### src/rtl/core/sols_pkg.sv
package sols_pkg;

  localparam int TABLE_DEPTH = 1024;
  localparam int IDX_W       = $clog2(TABLE_DEPTH);
  localparam int CNTR_W      = $clog2(TABLE_DEPTH + 1);

  localparam int VAL_W      = 32;
  localparam int CNT_W      = 32;
  localparam int MODE_W     = 2;
  localparam int LEN_W      = 11;
  localparam int LOAD_IDX_W = 10;
  localparam int POS_W      = 10;
  localparam int CFG_IDX_W  = 1;
  localparam int CFG_DATA_W = 11;

  localparam logic [CFG_IDX_W-1:0] REG_REORDER_MODE = 1'd0;
  localparam logic [CFG_IDX_W-1:0] REG_LIST_LENGTH  = 1'd1;

  localparam logic [MODE_W-1:0] MODE_FIRST     = 2'd0;
  localparam logic [MODE_W-1:0] MODE_TRANSPOSE = 2'd1;
  localparam logic [MODE_W-1:0] MODE_COUNT     = 2'd2;

  localparam logic ACT_LOAD   = 1'b0;
  localparam logic ACT_SEARCH = 1'b1;

  typedef struct packed {
    logic [CNT_W-1:0] cnt;
    logic [VAL_W-1:0] val;
  } entry_t;

  localparam int ENTRY_W = $bits(entry_t);

  typedef enum logic [3:0] {
    ST_CLEAR,
    ST_IDLE,
    ST_LOAD,
    ST_SCAN,
    ST_READ_P,
    ST_WAIT_P,
    ST_WRITE_H,
    ST_WRITE_P,
    ST_RESP
  } state_t;

  typedef struct packed {
    logic start;
    logic clear_wr;
    logic load_wr;
    logic scan;
    logic read_p;
    logic latch_p;
    logic write_h;
    logic write_p;
    logic respond;
  } cmd_t;

  typedef struct packed {
    logic clear_done;
    logic hit;
    logic miss;
    logic do_reorder;
    logic swap_ok;
    logic out_free;
  } sts_t;

endpackage

### src/rtl/core/sols_ctrl.sv
module sols_ctrl (
  input  logic           clk,
  input  logic           rst_n,
  input  logic           in_valid,
  input  logic           in_action,
  input  sols_pkg::sts_t sts,
  output sols_pkg::cmd_t cmd,
  output logic           in_stall
);

  import sols_pkg::*;

  state_t state_r, state_nxt;

  always_ff @(posedge clk) begin
    if (!rst_n) begin
      state_r <= ST_CLEAR;
    end else begin
      state_r <= state_nxt;
    end
  end

  always_comb begin
    state_nxt = state_r;
    case (state_r)
      ST_CLEAR: begin
        if (sts.clear_done) state_nxt = ST_IDLE;
      end
      ST_IDLE: begin
        if (in_valid) state_nxt = (in_action == ACT_LOAD) ? ST_LOAD : ST_SCAN;
      end
      ST_LOAD: begin
        state_nxt = ST_IDLE;
      end
      ST_SCAN: begin
        if (sts.hit) begin
          state_nxt = sts.do_reorder ? ST_READ_P : ST_RESP;
        end else if (sts.miss) begin
          state_nxt = ST_RESP;
        end
      end
      ST_READ_P: begin
        state_nxt = ST_WAIT_P;
      end
      ST_WAIT_P: begin
        state_nxt = ST_WRITE_H;
      end
      ST_WRITE_H: begin
        state_nxt = sts.swap_ok ? ST_WRITE_P : ST_RESP;
      end
      ST_WRITE_P: begin
        state_nxt = ST_RESP;
      end
      ST_RESP: begin
        if (sts.out_free) state_nxt = ST_IDLE;
      end
      default: begin
        state_nxt = ST_CLEAR;
      end
    endcase
  end

  always_comb begin
    cmd      = '0;
    in_stall = 1'b1;
    case (state_r)
      ST_CLEAR: begin
        cmd.clear_wr = 1'b1;
      end
      ST_IDLE: begin
        in_stall  = 1'b0;
        cmd.start = in_valid;
      end
      ST_LOAD: begin
        cmd.load_wr = 1'b1;
      end
      ST_SCAN: begin
        cmd.scan = 1'b1;
      end
      ST_READ_P: begin
        cmd.read_p = 1'b1;
      end
      ST_WAIT_P: begin
        cmd.latch_p = 1'b1;
      end
      ST_WRITE_H: begin
        cmd.write_h = sts.swap_ok;
      end
      ST_WRITE_P: begin
        cmd.write_p = 1'b1;
      end
      ST_RESP: begin
        cmd.respond = sts.out_free;
      end
      default: begin
        cmd = '0;
      end
    endcase
  end

endmodule

### config.mk
export PLATFORM = sky130hd
export DESIGN_NAME = sols_ctrl
export DESIGN_NICKNAME = d
export VERILOG_FILES = /design/src/rtl/core/sols_pkg.sv /design/src/rtl/core/sols_ctrl.sv
export SDC_FILE = /design/constraint.sdc
export NUM_CORES = 1
export LEC_CHECK = 0
export ABC_AREA = 1
export BUFFER_PORTS_ARGS = -buffer_cell sky130_fd_sc_hd__buf_4
export CAP_MARGIN = 20
export CORE_AREA = 3 3 40 42
export DETAILED_ROUTE_END_ITERATION = 7
export DIE_AREA = 0 0 43 45
export GPL_ROUTABILITY_DRIVEN = 0
export GPL_TIMING_DRIVEN = 0
export PLACE_DENSITY = 0.59
export RECOVER_POWER = 50
export SLEW_MARGIN = 20
export SYNTH_ARGS = -nofsm -noshare
export SYNTH_HDL_FRONTEND = slang
export SYNTH_SLANG_ARGS = --single-unit
### constraint.sdc
create_clock -name clk -period 1.2 [get_ports clk]
set_clock_uncertainty 0.05 [all_clocks]
set_input_delay 0.24 -clock clk [delete_from_list [all_inputs] [get_ports clk]]
set_output_delay 0.24 -clock clk [all_outputs]
set_load 0.02 [all_outputs]
==> metrics.log, run 1 <==
[metrics] top-level I/O count: 20
[metrics] later-pin clock latency in the skew report: 0.23 ns
[metrics] first-pass GRT wire length: 2.03 mm
[metrics] instance count after placement with tap cells included: 101
[metrics] Max rail drop VDD: 0.499 mV
[metrics] Static Leak: 0.435 nW
[metrics] setup slack at placement: -0.0657 ns
[metrics] area fraction of the dominant cell type after synthesis: 20.0%
[metrics] CTS Hold Buffers Added: 0
[metrics] ratio of cells with drive above 1 in the final layout: 82.9%
[metrics] average wire per standard cell: 12.6 um
[metrics] height of the die: 45 um
[metrics] total of flip-flops plus latches after synthesis: 4
[metrics] CTS tree: done
[metrics] number of antenna repair diodes: 0
[metrics] max_cap viols: 0
[metrics] Remaining DRCs: 0
[metrics] Worst setup SP type: flip-flop
[metrics] worst relative slew slack: 84.5%
[metrics] synthesized netlist cell count: 67
[metrics] detailed-placement wirelength estimate: 831 um
[metrics] path type of the worst setup path: reg -> out
[metrics] root buf cell: sky130_fd_sc_hd__clkbuf_4
[metrics] number of detailed-route iterations in the first pass: 3
[metrics] Final Hold Viols: 0
[metrics] unique cell type count in the Yosys netlist: 15
[metrics] Tcrit/Tclk final: 120%
[metrics] wire length the detailed router placed on met1: 538 um
[metrics] area fraction in and, or, nand and nor cells after synthesis: around 60%
[metrics] number of global-route vias before repair: 516
[metrics] GRT Residual Overflow: 0
[metrics] met2 wire length: 835 um
[metrics] violated checks: setup timing
[metrics] worst setup margin: -0.237 ns
[metrics] Die Outline Area: 0.00194 mm^2
[metrics] PD cells: 848 mW/mm^2
[metrics] number of standard-cell rows in the floorplan: 13
[metrics] met3 wire len: 70 um
[metrics] status: finished, violations left
[metrics] capture point of the critical path: cmd[8]
[metrics] maximum count of clock buffers along a single path: 2
[metrics] Setup-failing EPs final: 14
[metrics] die width: between 40 and 50 um
[metrics] Synth Warn #: 0
[metrics] Tmin final: about 1.4 ns
[metrics] clock sinks: 4
[metrics] capturing element type of the critical path: primary output
[metrics] unrepaired setup endpoints after global routing: yes
[metrics] beginning of the worst register-to-register path: state_r[0]
[metrics] post-CTS clock slew at the launch and capture registers of the worst setup and hold paths: 0.04 ns
[metrics] most used standard cell by instance count after synthesis: sky130_fd_sc_hd__nand2_1
[metrics] port bufs: 19
[metrics] via-per-instance ratio: 4.66
[metrics] Compound-Gate Fraction of Synth Area: 6.88%
[metrics] Routed WL: 1.51 mm
[metrics] transition time at the pin with the least slew margin: about 0.23 ns
[metrics] main area contributors after synthesis: sky130_fd_sc_hd__dfxtp_1, sky130_fd_sc_hd__nand2_1, sky130_fd_sc_hd__nor2_4, sky130_fd_sc_hd__inv_1, sky130_fd_sc_hd__nand3_1
[metrics] max layer used: met4
[metrics] adder-cell share of the synthesized area: 0%
[metrics] Avg Cell Area, Syn: 5.98 um^2
[metrics] Syn-to-layout area delta: 122%
[metrics] Post-Synthesis Net Count: 77
[metrics] Synth async-reset ratio: 0%
[metrics] fill count: 99
[metrics] H-Tree Level Count: 1
[metrics] sequential area share after synthesis: 20.0%
[metrics] Crit. Startpoint: state_r[0]
[metrics] worst endpoint required time: ~0.91 ns
[metrics] biggest registers after layout: state_r x4
[metrics] number of nets in the layout: around 120
[metrics] flip-flop cell with the highest count after synthesis: sky130_fd_sc_hd__dfxtp_1
[metrics] commonest cells in the netlist: sky130_fd_sc_hd__nand2_1, sky130_fd_sc_hd__inv_1, sky130_fd_sc_hd__nand3_1
[metrics] reg-to-reg setup timing slack: -0.13 ns
[metrics] netlist area before placement: 400 um^2
[metrics] number of cells on the worst reg-to-reg path: 10
[metrics] largest register by flop count: state_r
[metrics] post-synthesis cell type with the largest combined area: sky130_fd_sc_hd__dfxtp_1
[metrics] Detail Route Antenna Nets: 0
[metrics] flip-flop count of the largest register after layout: 4
[metrics] number of max-slew violations in the final report: 0
[metrics] Post-Layout Cell Count: 120
[metrics] number of antenna violations at the first check in global routing: 0
[metrics] XOR/XNOR Fraction of Synth Area: 0%
[metrics] Vias: about 560
[metrics] R2R Path End: state_r[0]
[metrics] largest family of logic cells by synthesized area: simple AND/OR/NAND/NOR gates
[metrics] post-layout power: 753 uW
[metrics] Worst Path Arrival: ~1.2 ns
[metrics] area of the core: around 0.0013 mm^2
[metrics] worst hold-check path type: in -> reg
[metrics] pin count of the biggest net entering global routing: 7
[metrics] clock buffers created by TritonCTS: 3
[metrics] Max Fclk: about 700 MHz
[metrics] total routing resource utilization after global routing: 13.8%
[metrics] number of DRC violations after detailed-routing iteration 0: 2
[metrics] initial cell density of the core: a little under a third
[metrics] largest fanout on the critical path: 5
[metrics] portion of netlist area occupied by mux cells: 0%
[metrics] Post-synth EDFFs: 0
[through the flow]
step	hold slack (ns)	util (%)	instance area (um^2)	TNS, ns
3_5_place_dp	0.468	44.5	572	-0.254
6_report	0.269	69.0	887	-2.17
4_1_cts	0.255	58.3	749	-2.21
2_1_floorplan	0.360	-	410	-0.106
5_1_grt	0.282	69.0	887	-2.84
3_3_place_gp	0.472	44.5	572	-0.275
[worst min-delay path by stage]
stage                     slack, ns  cells after the start    endpoint  startpoint
after floorplan                0.36                      2  state_r[0]       rst_n
after global placement         0.47                      3  state_r[0]       rst_n
after detailed placement       0.47                      3  state_r[0]       rst_n
after CTS                      0.26                      3  state_r[0]       rst_n
after global routing           0.28                      3  state_r[3]       rst_n
final                          0.27                      4  state_r[1]      sts[3]
[cell type report]
type | count | area, um^2 | area share (%)
clock buffer | 3 | 22.5 | 2.54
sequential | 4 | 95.1 | 10.7
inverter | 15 | 63.8 | 7.19
multi-input combinational | 48 | 394 | 44.4
timing repair buffer | 35 | 293 | 33.0
tap | 15 | 18.8 | 2.12
[critical path, stage by stage, from the launching register on]
cell and delay [ns]:
sky130_fd_sc_hd__dfxtp_4 0.41, sky130_fd_sc_hd__inv_4 0.05, sky130_fd_sc_hd__nor2_4 0.13, sky130_fd_sc_hd__nand2_2 0.10, sky130_fd_sc_hd__nor2_2 0.10, sky130_fd_sc_hd__buf_6 0.12
[layout by cell type, fill, tap and decap left out]
cell type	Yosys	layout
sky130_fd_sc_hd__inv_2	4	5
sky130_fd_sc_hd__inv_4	0	3
sky130_fd_sc_hd__buf_4	0	27
sky130_fd_sc_hd__nor2_4	4	8
sky130_fd_sc_hd__nand2_1	15	6
sky130_fd_sc_hd__dfxtp_4	0	4
sky130_fd_sc_hd__nand3_1	8	2
sky130_fd_sc_hd__a21oi_2	1	3
sky130_fd_sc_hd__nand3_4	0	3
sky130_fd_sc_hd__nor3_2	0	1
sky130_fd_sc_hd__buf_6	0	8
sky130_fd_sc_hd__nand3b_1	1	1
sky130_fd_sc_hd__nand3_2	1	4
sky130_fd_sc_hd__clkbuf_4	0	3
sky130_fd_sc_hd__nand2_2	4	12
sky130_fd_sc_hd__nor2_1	6	2
sky130_fd_sc_hd__inv_1	11	7
sky130_fd_sc_hd__nor2_2	4	4
sky130_fd_sc_hd__nand2_4	0	1
sky130_fd_sc_hd__a41oi_2	0	1
[cells by family (layout without fill, tap and decap cells)]
| family | after synthesis | in the layout |
|---|---|---|
| AO/OA/AOI/OAI | 4 | 4 |
| flip-flops | 4 | 4 |
| AND/OR/NAND/NOR | 44 | 44 |
| buffers and inverters | 15 | 53 |
[layer usage]
| layer | up-vias | track usage, % |
|---|---|---|
| li1 | 283 | - |
| met1 | 250 | 15.4 |
| met2 | 20 | 25.7 |
| met3 | 6 | 1.99 |
| met4 | 0 | 6.63 |
| met5 | - | 0 |
[repair_timing]
item,CTS,global route
resized for setup,21,30
cloned,0,0
endpoints found under the hold margin,0,0
setup endpoints to repair,13,14
pin swaps,8,14
setup buffers,13,5
[where the power goes]
part,leakage [nW],switching [mW],internal [mW]
logic,0.386,0.214,0.196
registers,0.0355,0.0348,0.146
clock network,0.0138,0.0504,0.112
total,0.435,0.299,0.454
Power figures use the tool's default switching activity.
==> inputs of run 2 (changes only) <==
==> constraint.sdc (replaced) <==
create_clock -name clk -period 1.4 [get_ports clk]
set_clock_uncertainty 0.05 [all_clocks]
set_input_delay 0.28 -clock clk [delete_from_list [all_inputs] [get_ports clk]]
set_output_delay 0.28 -clock clk [all_outputs]
set_load 0.02 [all_outputs]
==> metrics.log, run 2 (same netlist as run 1, synthesis figures left out) <==
[metrics] die width: 43 um (unchanged)
[metrics] Max rail drop VDD: 0.641 mV (+29%)
[metrics] pin count of the biggest net entering global routing: 6 (-1)
[metrics] Syn-to-layout area delta: 83.8%
[metrics] setup slack at placement: 0.106 ns (+0.171 ns)
[metrics] CTS tree: done
[metrics] clock sinks: 4 (unchanged)
[metrics] Area after DPL: 564 um^2 (-1.3%)
[metrics] number of standard-cell rows in the floorplan: 13 (unchanged)
[metrics] post-CTS clock slew at the launch and capture registers of the worst setup and hold paths: 0.04 ns (about the same)
[metrics] largest fanout on the critical path: 5 (unchanged)
[metrics] most common library cell in the layout ignoring fill and taps: sky130_fd_sc_hd__buf_4
[metrics] number of cells on the worst reg-to-reg path: 8 (-2)
[metrics] via-per-instance ratio: 4.45 (-4.5%)
[metrics] Remaining DRCs: 0 (unchanged)
[metrics] Routed WL: 1.22 mm (-19%)
[metrics] Detail Route Antenna Nets: 0 (unchanged)
[metrics] number of detailed-route iterations in the first pass: 3 (unchanged)
[metrics] Tcrit/Tclk final: 105%
[metrics] average wire per standard cell: 10.7 um (-15%)
[metrics] height of the die: 45 um (unchanged)
[metrics] Multi-input gate area: 299 um^2 (-24%)
[metrics] CTS Hold Buffers Added: 0 (unchanged)
[metrics] Static Leak: 0.381 nW (-12%)
[metrics] PD cells: 761 mW/mm^2 (-10%)
[metrics] unrepaired setup endpoints after global routing: yes
[metrics] most frequent cells in the layout: sky130_fd_sc_hd__buf_4, sky130_fd_sc_hd__nand2_1, sky130_fd_sc_hd__inv_1, sky130_fd_sc_hd__nand2_2
[metrics] worst setup margin: -0.0707 ns (+0.166 ns)
[metrics] Max Fclk: approximately 680 MHz
[metrics] ratio of cells with drive above 1 in the final layout: 65.7% (-17 points)
[metrics] reg-to-reg setup timing slack: 0.06 ns (+0.19 ns)
[metrics] top-level I/O count: 20 (unchanged)
[metrics] GRT Residual Overflow: 0 (unchanged)
[metrics] clock buffers created by TritonCTS: 3 (unchanged)
[metrics] total routing resource utilization after global routing: 13.3% (-0.51 points)
[metrics] biggest registers after layout: state_r x4
[metrics] capturing element type of the critical path: primary output
[metrics] violated checks: setup timing
[metrics] Die Outline Area: 0.00194 mm^2 (unchanged)
[metrics] first-pass GRT wire length: 1.95 mm (-4.1%)
[metrics] max_cap viols: 0 (unchanged)
[metrics] maximum count of clock buffers along a single path: 2 (unchanged)
[metrics] number of nets in the layout: 111 (-5.1%)
[metrics] area of the core: 0.00128 mm^2 (unchanged)
[metrics] final cell area excluding filler cells: 736 um^2 (-17%)
[metrics] storage element area: 95.1 um^2 (unchanged)
[metrics] initial cell density of the core: 31.2% (unchanged)
[metrics] worst endpoint required time: 1.07 ns (+0.16 ns)
[metrics] root buf cell: sky130_fd_sc_hd__clkbuf_4
[metrics] flip-flop count of the largest register after layout: 4 (unchanged)
[metrics] detailed-placement wirelength estimate: 849 um (+2.2%)
[metrics] Worst setup SP type: flip-flop
[metrics] Setup-failing EPs final: 9 (-5)
[metrics] largest register by flop count: state_r
[metrics] number of antenna violations at the first check in global routing: 0 (unchanged)
[metrics] number of max-slew violations in the final report: 0 (unchanged)
[metrics] beginning of the worst register-to-register path: state_r[3]
[metrics] Worst Path Arrival: 1.14 ns (about the same)
[metrics] worst relative slew slack: 86.0% (+1.5 points)
[metrics] path type of the worst setup path: reg -> out
[metrics] R2R Path End: state_r[0]
[metrics] H-Tree Level Count: 1 (unchanged)
[metrics] worst hold slack across all endpoints: 0.270 ns (+0.00107 ns)
[metrics] status: finished, violations left
[metrics] number of antenna repair diodes: 0 (unchanged)
[metrics] Tmin final: 1.47 ns
[metrics] number of DRC violations after detailed-routing iteration 0: 7 (+5)
[metrics] port bufs: 19 (unchanged)
[metrics] transition time at the pin with the least slew margin: 0.209 ns (-0.0230 ns)
[metrics] Vias: 507 (-9.3%)
[metrics] Final Hold Viols: 0 (unchanged)
[metrics] capture point of the critical path: cmd[8]
[metrics] Crit. Startpoint: state_r[0]
[metrics] number of global-route vias before repair: 481 (-6.8%)
[metrics] fill count: 128 (+29%)
[metrics] later-pin clock latency in the skew report: 0.24 ns (about the same)
[metrics] worst hold-check path type: in -> reg
-- run 2: cell count changes in the layout (fill, tap and decap cells not counted), moves of 3 or more --
cell,previous run,this run
sky130_fd_sc_hd__buf_4,27,22
sky130_fd_sc_hd__nand2_1,6,11
sky130_fd_sc_hd__nand3_1,2,7
sky130_fd_sc_hd__nand2_2,12,8
sky130_fd_sc_hd__inv_4,3,0
sky130_fd_sc_hd__nand3_4,3,0
-- run 2: worst min path at each step --
| stage | from | end | slack (ns) | depth (start not counted) |
|---|---|---|---|---|
| final | rst_n | state_r[0] | 0.27 | 3 |
| after global routing | rst_n | state_r[0] | 0.28 | 3 |
| after CTS | rst_n | state_r[0] | 0.27 | 3 |
| after detailed placement | rst_n | state_r[0] | 0.52 | 3 |
| after global placement | rst_n | state_r[0] | 0.52 | 3 |
| after floorplan | rst_n | state_r[0] | 0.40 | 2 |
-- run 2: worst max-delay path, stage by stage (launching register included) --
cell and delay [ns]:
sky130_fd_sc_hd__dfxtp_4 0.39, sky130_fd_sc_hd__inv_2 0.06, sky130_fd_sc_hd__nor2_4 0.13, sky130_fd_sc_hd__nand2_2 0.09, sky130_fd_sc_hd__nor2_2 0.08, sky130_fd_sc_hd__buf_4 0.14
-- run 2: layer usage --
metal  vias to the layer above  global-route usage [%]  share of wire (%)
met5                         -                       0                  0
met4                         0                    2.41                  0
met3                         0                    5.18                4.9
met2                        11                    22.8                 51
met1                       227                    16.1                 44
li1                        269                       -                  -
-- run 2: where the power goes --
part,switching (mW),internal [mW],leakage (nW)
clock,0.0497,0.0961,0.0138
sequential,0.0232,0.125,0.0355
combinational,0.143,0.124,0.332
-- run 2: layout make-up --
type | instances | area share (%)
multi-input combinational | 48 | 40.6
clock buffer | 3 | 3.06
sequential | 4 | 12.9
inverter | 15 | 7.65
timing repair buffer | 29 | 33.2
tap | 15 | 2.55
-- run 2: repair_timing --
| action | in CTS | in global routing |
|---|---|---|
| pin swaps | 3 | 7 |
| endpoints found under the hold margin | 0 | 0 |
| setup endpoints to repair | 10 | 13 |
| setup buffers | 9 | 2 |
| resized for setup | 17 | 11 |
-- run 2: metrics by stage --
stage	setup TNS, ns	util (%)	std cells	power, mW
after global routing	-1.07	57.3	114	0.614
after detailed placement	0	43.9	101	0.357
after floorplan	0	-	67	0.284
after CTS	-0.237	54.1	113	0.528
final	-0.245	57.3	114	0.560
after global placement	0	43.9	101	0.357
